File: src/hw/rtl/assert_macros.svh
// Assertion macros shared by the RTL files.
`ifndef ASSERT_MACROS_SVH
`define ASSERT_MACROS_SVH
`ifndef NO_ASSERTIONS
`define RWM_ASSERT(lbl, clk, rst, prop) \
  lbl: assert property (@(posedge clk) disable iff (rst) prop) \
    else $error("assertion failed");
`define RWM_NEVER(lbl, clk, rst, expr) \
  lbl: assert property (@(posedge clk) disable iff (rst) !(expr)) \
    else $error("forbidden condition seen");
`else
`define RWM_ASSERT(lbl, clk, rst, prop)
`define RWM_NEVER(lbl, clk, rst, expr)
`endif
`endif

File: src/hw/rtl/rwmmm_pkg.sv
package rwmmm_pkg;

  localparam int SAMPLE_W     = 24;
  localparam int COUNT_W      = 5;
  localparam int WINDOW_DEPTH = 16;
  localparam int CNT_W        = $clog2(WINDOW_DEPTH + 1);
  localparam int IDX_W        = (WINDOW_DEPTH > 1) ? $clog2(WINDOW_DEPTH) : 1;
  localparam int SUM_W        = SAMPLE_W + $clog2(WINDOW_DEPTH);
  localparam int REM_W        = CNT_W + 1;
  localparam int DCNT_W       = $clog2(SUM_W);

  typedef enum logic [2:0] {
    ST_WAIT_IN,
    ST_PRIME,
    ST_SCAN,
    ST_DIV_INIT,
    ST_DIV,
    ST_OUT
  } step_t;

  typedef enum logic [2:0] {
    CND_NEVER,
    CND_NO_INPUT,
    CND_SCAN_MORE,
    CND_DIV_MORE,
    CND_OUT_BUSY
  } cond_t;

  typedef struct packed {
    cond_t cond;
    step_t jmp;
    step_t nxt;
    logic  in_rdy;
    logic  ld_in;
    logic  prime;
    logic  scan;
    logic  div_init;
    logic  div_step;
    logic  out_ld;
  } uword_t;

  typedef struct packed {
    logic in_rdy;
    logic ld_in;
    logic prime;
    logic scan;
    logic div_init;
    logic div_step;
    logic out_ld;
  } ctrl_t;

  typedef struct packed {
    logic scan_more;
    logic div_more;
  } dp_stat_t;

  typedef struct packed {
    logic     in_valid;
    logic     out_busy;
    dp_stat_t dp;
  } stat_t;

  // Control store: a condition that holds jumps to jmp, otherwise the step goes to nxt.
  function automatic uword_t ucode(input step_t s);
    uword_t w;
    w      = '0;
    w.cond = CND_NEVER;
    w.jmp  = ST_WAIT_IN;
    w.nxt  = ST_WAIT_IN;
    case (s)
      ST_WAIT_IN: begin
        w.cond   = CND_NO_INPUT;
        w.jmp    = ST_WAIT_IN;
        w.nxt    = ST_PRIME;
        w.in_rdy = 1'b1;
        w.ld_in  = 1'b1;
      end
      ST_PRIME: begin
        w.nxt   = ST_SCAN;
        w.prime = 1'b1;
      end
      ST_SCAN: begin
        w.cond = CND_SCAN_MORE;
        w.jmp  = ST_SCAN;
        w.nxt  = ST_DIV_INIT;
        w.scan = 1'b1;
      end
      ST_DIV_INIT: begin
        w.nxt      = ST_DIV;
        w.div_init = 1'b1;
      end
      ST_DIV: begin
        w.cond     = CND_DIV_MORE;
        w.jmp      = ST_DIV;
        w.nxt      = ST_OUT;
        w.div_step = 1'b1;
      end
      ST_OUT: begin
        w.cond   = CND_OUT_BUSY;
        w.jmp    = ST_OUT;
        w.nxt    = ST_WAIT_IN;
        w.out_ld = 1'b1;
      end
      default: begin
        w.nxt = ST_WAIT_IN;
      end
    endcase
    return w;
  endfunction

endpackage

File: src/hw/rtl/rwmmm_seq.sv
module rwmmm_seq
  import rwmmm_pkg::*;
(
  input  logic  clk,
  input  logic  rst,
  input  stat_t stat,
  output ctrl_t ctrl
);

  step_t  step;
  step_t  step_next;
  uword_t uw;
  logic   take;

  assign uw = ucode(step);

  always_ff @(posedge clk) begin
    if (rst) begin
      step <= ST_WAIT_IN;
    end else begin
      step <= step_next;
    end
  end

  always_comb begin
    case (uw.cond)
      CND_NEVER:     take = 1'b0;
      CND_NO_INPUT:  take = !stat.in_valid;
      CND_SCAN_MORE: take = stat.dp.scan_more;
      CND_DIV_MORE:  take = stat.dp.div_more;
      CND_OUT_BUSY:  take = stat.out_busy;
      default:       take = 1'b0;
    endcase
    step_next = take ? uw.jmp : uw.nxt;
  end

  always_comb begin
    ctrl.in_rdy   = uw.in_rdy;
    ctrl.ld_in    = uw.ld_in & stat.in_valid;
    ctrl.prime    = uw.prime;
    ctrl.scan     = uw.scan;
    ctrl.div_init = uw.div_init;
    ctrl.div_step = uw.div_step;
    ctrl.out_ld   = uw.out_ld & !stat.out_busy;
  end

endmodule

File: src/hw/rtl/rwmmm_dp.sv
`include "assert_macros.svh"

module rwmmm_dp
  import rwmmm_pkg::*;
(
  input  logic                clk,
  input  logic                rst,
  input  ctrl_t               ctrl,
  input  logic [SAMPLE_W-1:0] lag_sample,
  output dp_stat_t            stat,
  output logic [SAMPLE_W-1:0] mean_q,
  output logic [SAMPLE_W-1:0] lo,
  output logic [SAMPLE_W-1:0] hi,
  output logic [CNT_W-1:0]    filled
);

  logic [SAMPLE_W-1:0] ring [WINDOW_DEPTH];
  logic [IDX_W-1:0]    wslot;
  logic [IDX_W-1:0]    k;
  logic [CNT_W-1:0]    j;
  logic [IDX_W-1:0]    raddr;
  logic [SAMPLE_W-1:0] rdata;
  logic [SUM_W-1:0]    sum;
  logic [SUM_W-1:0]    d;
  logic [REM_W-1:0]    r;
  logic [REM_W-1:0]    r_sh;
  logic [REM_W-1:0]    n_ext;
  logic                ge;
  logic [DCNT_W-1:0]   dcnt;

  always_ff @(posedge clk) begin
    if (ctrl.ld_in) begin
      ring[wslot] <= lag_sample;
    end
  end

  assign raddr = ctrl.prime ? '0 : k;

  always_ff @(posedge clk) begin
    if (ctrl.prime || ctrl.scan) begin
      rdata <= ring[raddr];
    end
  end

  always_ff @(posedge clk) begin
    if (rst) begin
      wslot  <= '0;
      filled <= '0;
      k      <= '0;
      j      <= '0;
      dcnt   <= '0;
    end else begin
      if (ctrl.ld_in) begin
        wslot <= (wslot == IDX_W'(WINDOW_DEPTH - 1)) ? '0 : wslot + IDX_W'(1);
        if (filled < CNT_W'(WINDOW_DEPTH)) begin
          filled <= filled + CNT_W'(1);
        end
      end
      if (ctrl.prime) begin
        k <= IDX_W'(1);
        j <= '0;
      end else if (ctrl.scan) begin
        k <= k + IDX_W'(1);
        j <= j + CNT_W'(1);
      end
      if (ctrl.div_init) begin
        dcnt <= '0;
      end else if (ctrl.div_step) begin
        dcnt <= dcnt + DCNT_W'(1);
      end
    end
  end

  always_ff @(posedge clk) begin
    if (ctrl.prime) begin
      sum <= '0;
      lo  <= '1;
      hi  <= '0;
    end else if (ctrl.scan) begin
      sum <= sum + SUM_W'(rdata);
      if (rdata < lo) begin
        lo <= rdata;
      end
      if (rdata > hi) begin
        hi <= rdata;
      end
    end
  end

  // Restoring division, one quotient bit per step shifted into the dividend register.
  assign n_ext = {1'b0, filled};
  assign r_sh  = {r[REM_W-2:0], d[SUM_W-1]};
  assign ge    = (r_sh >= n_ext);

  always_ff @(posedge clk) begin
    if (ctrl.div_init) begin
      d <= sum;
      r <= '0;
    end else if (ctrl.div_step) begin
      d <= {d[SUM_W-2:0], ge};
      r <= ge ? (r_sh - n_ext) : r_sh;
    end
  end

  assign mean_q         = d[SAMPLE_W-1:0];
  assign stat.scan_more = ((j + CNT_W'(1)) != filled);
  assign stat.div_more  = (dcnt != DCNT_W'(SUM_W - 1));

  `RWM_NEVER(a_filled_in_range, clk, rst, filled > CNT_W'(WINDOW_DEPTH))
  `RWM_ASSERT(a_scan_below_count, clk, rst, ctrl.scan |-> (j < filled))
  `RWM_ASSERT(a_rem_below_count, clk, rst, ctrl.div_step |-> (r < n_ext))
  `RWM_ASSERT(a_min_le_max, clk, rst, ctrl.div_init |-> (lo <= hi))

endmodule

File: src/hw/rtl/rolling_window_min_max_mean.sv
// Channel  Handshake             Payload
// input    in_valid, in_ready    lag_sample
// output   out_valid, out_ready  mean_lag, min_lag, max_lag, used_count
//
// An item takes the sequencer through one accept step, a read prime, a scan step for each stored
// sample (up to 16), one setup step, 28 divider steps and one output load step, which loads
// its result into the output register.
// A new item is taken only while the sequencer waits at its first step.
// A result waiting for out_ready holds the sequencer at its output step.
// Reset clears the write slot, the fill count and the output valid flag.
`include "assert_macros.svh"

module rolling_window_min_max_mean
  import rwmmm_pkg::*;
(
  input  logic                clk,
  input  logic                rst,
  input  logic                in_valid,
  output logic                in_ready,
  input  logic [SAMPLE_W-1:0] lag_sample,
  output logic                out_valid,
  input  logic                out_ready,
  output logic [SAMPLE_W-1:0] mean_lag,
  output logic [SAMPLE_W-1:0] min_lag,
  output logic [SAMPLE_W-1:0] max_lag,
  output logic [COUNT_W-1:0]  used_count
);

  ctrl_t               ctrl;
  stat_t               stat;
  dp_stat_t            dp_stat;
  logic [SAMPLE_W-1:0] mean_q;
  logic [SAMPLE_W-1:0] lo;
  logic [SAMPLE_W-1:0] hi;
  logic [CNT_W-1:0]    filled;

  assign stat.in_valid = in_valid;
  assign stat.out_busy = out_valid & ~out_ready;
  assign stat.dp       = dp_stat;
  assign in_ready      = ctrl.in_rdy;

  rwmmm_seq u_seq (
    .clk  (clk),
    .rst  (rst),
    .stat (stat),
    .ctrl (ctrl)
  );

  rwmmm_dp u_dp (
    .clk        (clk),
    .rst        (rst),
    .ctrl       (ctrl),
    .lag_sample (lag_sample),
    .stat       (dp_stat),
    .mean_q     (mean_q),
    .lo         (lo),
    .hi         (hi),
    .filled     (filled)
  );

  always_ff @(posedge clk) begin
    if (rst) begin
      out_valid <= 1'b0;
    end else if (ctrl.out_ld) begin
      out_valid <= 1'b1;
    end else if (out_ready) begin
      out_valid <= 1'b0;
    end
  end

  always_ff @(posedge clk) begin
    if (ctrl.out_ld) begin
      mean_lag   <= mean_q;
      min_lag    <= lo;
      max_lag    <= hi;
      used_count <= COUNT_W'(filled);
    end
  end

  `RWM_ASSERT(a_load_only_when_free, clk, rst, ctrl.out_ld |-> !(out_valid && !out_ready))
  `RWM_ASSERT(a_mean_within_range, clk, rst, ctrl.out_ld |-> (mean_q >= lo && mean_q <= hi))
  `RWM_NEVER(a_no_accept_while_busy, clk, rst, ctrl.ld_in && (ctrl.scan || ctrl.div_step))

endmodule

File: config.mk
export PLATFORM = sky130hd
export DESIGN_NAME = rolling_window_min_max_mean
export DESIGN_NICKNAME = d
export VERILOG_FILES = /design/src/hw/rtl/rwmmm_pkg.sv /design/src/hw/rtl/rwmmm_seq.sv /design/src/hw/rtl/rwmmm_dp.sv /design/src/hw/rtl/rolling_window_min_max_mean.sv
export VERILOG_INCLUDE_DIRS = /design/src /design/src/hw/rtl
export SDC_FILE = /design/constraint.sdc
export NUM_CORES = 1
export LEC_CHECK = 0
export BUFFER_PORTS_ARGS = -buffer_cell sky130_fd_sc_hd__buf_2
export CAP_MARGIN = 10
export CORE_ASPECT_RATIO = 0.5
export CORE_MARGIN = 2
export CORE_UTILIZATION = 41
export CTS_BUF_LIST = sky130_fd_sc_hd__clkbuf_8
export CTS_CLUSTER_SIZE = 12
export DETAILED_ROUTE_END_ITERATION = 6
export GPL_ROUTABILITY_DRIVEN = 0
export SLEW_MARGIN = 10
export SYNTH_ARGS = -nofsm -noshare
export SYNTH_HDL_FRONTEND = slang
export SYNTH_SLANG_ARGS = --single-unit
File: constraint.sdc
create_clock -name clk -period 9.8 [get_ports clk]
set_input_delay 0 -clock clk [delete_from_list [all_inputs] [get_ports clk]]
set_output_delay 0 -clock clk [all_outputs]
set_load 0.02 [all_outputs]
==> flow_summary.ini <==
[logic_synthesis]
synthesis.nets = 2124
synth-seq-cells = 621
synth_area_leader_cell = sky130_fd_sc_hd__edfxtp_1
synth-warning-count = 0
synth-edff-count = 513
seq_area_frac_synth_pct = 65.8
synth.top_cell.area_share_pct = 57.7
synth-async-reset-ratio_pct = 0
netlist-cell-type-count = 64
post_synth.cell_area_avg_sq_um = 13.3
syn-instance-count = 2010
synth.top_cells.by_area = sky130_fd_sc_hd__edfxtp_1 (58%), sky130_fd_sc_hd__dfxtp_1 (8.1%), sky130_fd_sc_hd__ha_1 (3.9%)
syn-cell-area_sq_um = 26700
synth_flop_cell = sky130_fd_sc_hd__edfxtp_1

[route]
drt-initial-drc-count = 1143
route.detailed.wl_per_inst_um = 20.3
ant_nets = 0
vias = 16500
drc = 0
via_per_inst = 5.30
finalWirelength_um = 63300
detailedRoute.firstPassIterationCount = 5

[pwr]
power_switching_mw = 2.51
vdd_ir_drop_max_uv = 100
seq_power_share_pct = 47.0
report.power.total_mw = 7.43
internal_power_mw = 4.92
power.combinational.fraction_pct = 27.4
swShare_pct = 33.8
power.leakage_nw = 11.4
clockPowerShare_pct = 25.6
power.density_cell_area_nw_per_um2 = 246

[floorplanning]
initial_utilization_pct = 41.3
std_cell_rows = 66
die_h_um = 184
core-area_sq_um = 64700
floorplan.die.width_um = 365
io_pins = 107
dieArea_sq_um = 67300

[sta]
finalHoldWorstSlack_ns = 0.222
final.period_utilization_pct = 35.9
postLayoutSetupSlackWorst_ns = 6.28
rsz_0062_raised_after_global_routing = no
finalHoldViolations = 0
final_setup_violation_count = 0
tns_ns = 0
timing.clock.skew_ns = 0.0428
worstMarginPinSlew_ns = 1.27
finalWorstPathRequiredPeriod_ns = 3.52
timing.max_slew.rel_slack_pct = 14.9
timing.fmax_mhz = 284
slew_violations = 0

[finish]
area.growth.synth_to_final_pct = 13.0
layoutNonFillerInstCount = 3117
design_area_sq_um = 30200
num-nets-final = 2271
final_core_utilization_pct = 46.6
layout_cells_sized_above_1_pct = 17.2

[clock_tree]
cts.sinks = 621
total_of_hold_buffers_inserted_after_clock_tree_synthesis = 29
cts_setup_buffers = 0
htreeDepth = 3
clk_root_buffer_cell = sky130_fd_sc_hd__clkbuf_8
clk_pin_slew_worst_paths_ns = 0.07
cts_tree = built
clock_latency_at_the_later_pin_of_the_worst_skew_pair_ns = 0.71
ctsResizeCount = 0
number_of_cts_inserted_buffers = 91
cts_max_path_buffers = 3

[placed_design]
port_buffers = 106
placedInstanceArea_sq_um = 28200
dpl_worst_slack_ns = 6.30
detailedPlacementHpwl_um = 37700
count_of_placed_standard_cells_including_taps = 2919

[critical_path]
worst-endpoint-arrival_ns = 3.92
critical_path_data_required_time_ns = 10.20
cp_max_fo = 55
worst_r2r_path_depth = 8
path_class = flop to flop
start_kind = flop
regToRegEndpoint = u_dp.rdata[9]
timing.rr.start = u_seq.step[2]
reg2reg_setup_slack_ns = 6.28
worst_setup_path_end_kind = flop

[worst_hold_path]
holdCritPathClass = input pin to flop
worstHoldPathCells = 2
worstHoldEndpoint = u_dp.ring[0][2]
timing.hold.worst.start = lag_sample[2]

[global_routing]
grt.total_usage_pct = 18.7
grt_max_degree = 78
grt-ovfl-total = 0
grt_first_pass_wirelength_um = 95300
grt_pass1_vias = 16100
grt_antenna_before_repair = 1

[job]
max_cap_viol_count = 0

[outcome]
run_status = finished clean
critical path: stages, from the launching register on:
cell and delay [ns]:
sky130_fd_sc_hd__dfxtp_1 0.49, sky130_fd_sc_hd__nor2_1 0.15, sky130_fd_sc_hd__nand2_4 0.33, sky130_fd_sc_hd__buf_4 0.62
sky130_fd_sc_hd__nand2_2 0.83, sky130_fd_sc_hd__a21oi_1 0.37, sky130_fd_sc_hd__o21ai_0 0.14, sky130_fd_sc_hd__nand3_1 0.12
sky130_fd_sc_hd__o21ai_0 0.12
cells in the mapped netlist (all sizes together), types with 8 or more instances:
library cell,instances
nor2b,32
edfxtp,513
and2,31
a21o,43
o21ai,158
clkbuf,66
nand3,55
dfxtp,108
a21oi,128
nor2,102
buf,43
xnor2,27
mux2,74
nand4,18
ha,84
mux4,24
nand2,145
mux2i,78
o22ai,28
a211oi,32
nor3,23
a31oi,33
xor2,15
nand2b,8
inv,86
layout by cell type, fill, tap and decap left out, types with 8 or more instances in the layout:
master,netlist,final
sky130_fd_sc_hd__a211oi_1,31,31
sky130_fd_sc_hd__a21o_1,43,43
sky130_fd_sc_hd__a21oi_1,126,126
sky130_fd_sc_hd__a31oi_1,31,30
sky130_fd_sc_hd__and2_0,24,24
sky130_fd_sc_hd__buf_2,16,106
sky130_fd_sc_hd__buf_4,2,28
sky130_fd_sc_hd__clkbuf_8,0,95
sky130_fd_sc_hd__clkinv_1,0,20
sky130_fd_sc_hd__clkinv_2,0,9
sky130_fd_sc_hd__dfxtp_1,108,105
sky130_fd_sc_hd__dlygate4sd3_1,0,29
sky130_fd_sc_hd__edfxtp_1,513,513
sky130_fd_sc_hd__ha_1,84,84
sky130_fd_sc_hd__inv_1,86,125
sky130_fd_sc_hd__mux2_2,74,74
sky130_fd_sc_hd__mux2i_1,78,78
sky130_fd_sc_hd__mux4_2,24,24
sky130_fd_sc_hd__nand2_1,145,141
sky130_fd_sc_hd__nand2b_1,8,8
sky130_fd_sc_hd__nand3_1,55,55
sky130_fd_sc_hd__nand4_1,18,18
sky130_fd_sc_hd__nor2_1,102,88
sky130_fd_sc_hd__nor2_2,0,11
sky130_fd_sc_hd__nor2b_1,32,32
sky130_fd_sc_hd__nor3_1,23,19
sky130_fd_sc_hd__o21ai_0,90,90
sky130_fd_sc_hd__o21ai_1,68,68
sky130_fd_sc_hd__o22ai_1,28,28
sky130_fd_sc_hd__xnor2_1,27,27
sky130_fd_sc_hd__xor2_1,15,15
state kept, by name, summed over array words and instances (netlist names):
signal       count
u_dp.ring      384
u_dp.d          28
u_dp.sum        28
max_lag         24
mean_lag        24
min_lag         24
u_dp.hi         24
u_dp.lo         24
u_dp.rdata      24
u_dp.dcnt        5
u_dp.filled      5
u_dp.j           5
u_dp.r           5
used_count       5
u_dp.k           4
u_dp.wslot       4
u_seq.step       3
out_valid        1
logic make-up after synthesis:
group                      Yosys count  share of synthesized area, %
muxes                              176                          8.07
AOI/OAI and AO/OA                  456                          10.2
buffers and inverters              195                          2.84
DFF                                621                          65.8
xor gates and xnor gates            42                          1.38
and+or+nand+nor                    434                          7.60
adders and majority gates           86                          4.09
power by group through the flow:
| stage | logic (mW) | clock network [mW] | registers [mW] |
|---|---|---|---|
| 2_1_floorplan | 1.59 | 0 | 3.35 |
| 3_3_place_gp | 1.98 | 0 | 3.54 |
| 3_5_place_dp | 2.02 | 0 | 3.55 |
| 4_1_cts | 2.04 | 1.95 | 3.49 |
| 5_1_grt | 2.28 | 2.07 | 3.52 |
| 6_report | 2.03 | 1.90 | 3.49 |
area by class of cell:
| class | count | area (sq um) |
|---|---|---|
| Antenna cell | 1 | 2.50 |
| Tap cell | 884 | 1110 |
| Clock buffer | 95 | 1310 |
| Inverter | 86 | 323 |
| Fill cell | 5698 | 34500 |
| Timing Repair Buffer | 163 | 1030 |
| Multi-Input combinational cell | 1194 | 8480 |
| Clock inverter | 73 | 329 |
| Sequential cell | 621 | 17600 |
how the worst max path moves through the flow:
stage / depth (start not counted) / from / end / slack, ns
final: 8 / u_seq.step[2] / u_dp.rdata[9] / 6.28
after global routing: 8 / u_seq.step[2] / u_dp.rdata[9] / 6.01
after CTS: 8 / u_seq.step[2] / u_dp.rdata[9] / 6.28
after detailed placement: 8 / u_seq.step[2] / u_dp.rdata[9] / 6.30
after global placement: 8 / u_seq.step[2] / u_dp.rdata[15] / 6.52
after floorplan: 4 / u_seq.step[2] / max_lag[0] / 5.31
routing by layer:
layer | vias up | share of wire, % | global-route usage (%)
met2 | 427 | 47 | 30.6
met5 | - | 0 | 0
li1 | 7824 | - | -
met4 | 0 | 2.0 | 5.11
met1 | 8176 | 45 | 25.5
met3 | 100 | 5.3 | 3.68
Note: power is estimated with default switching activity, not from simulation.
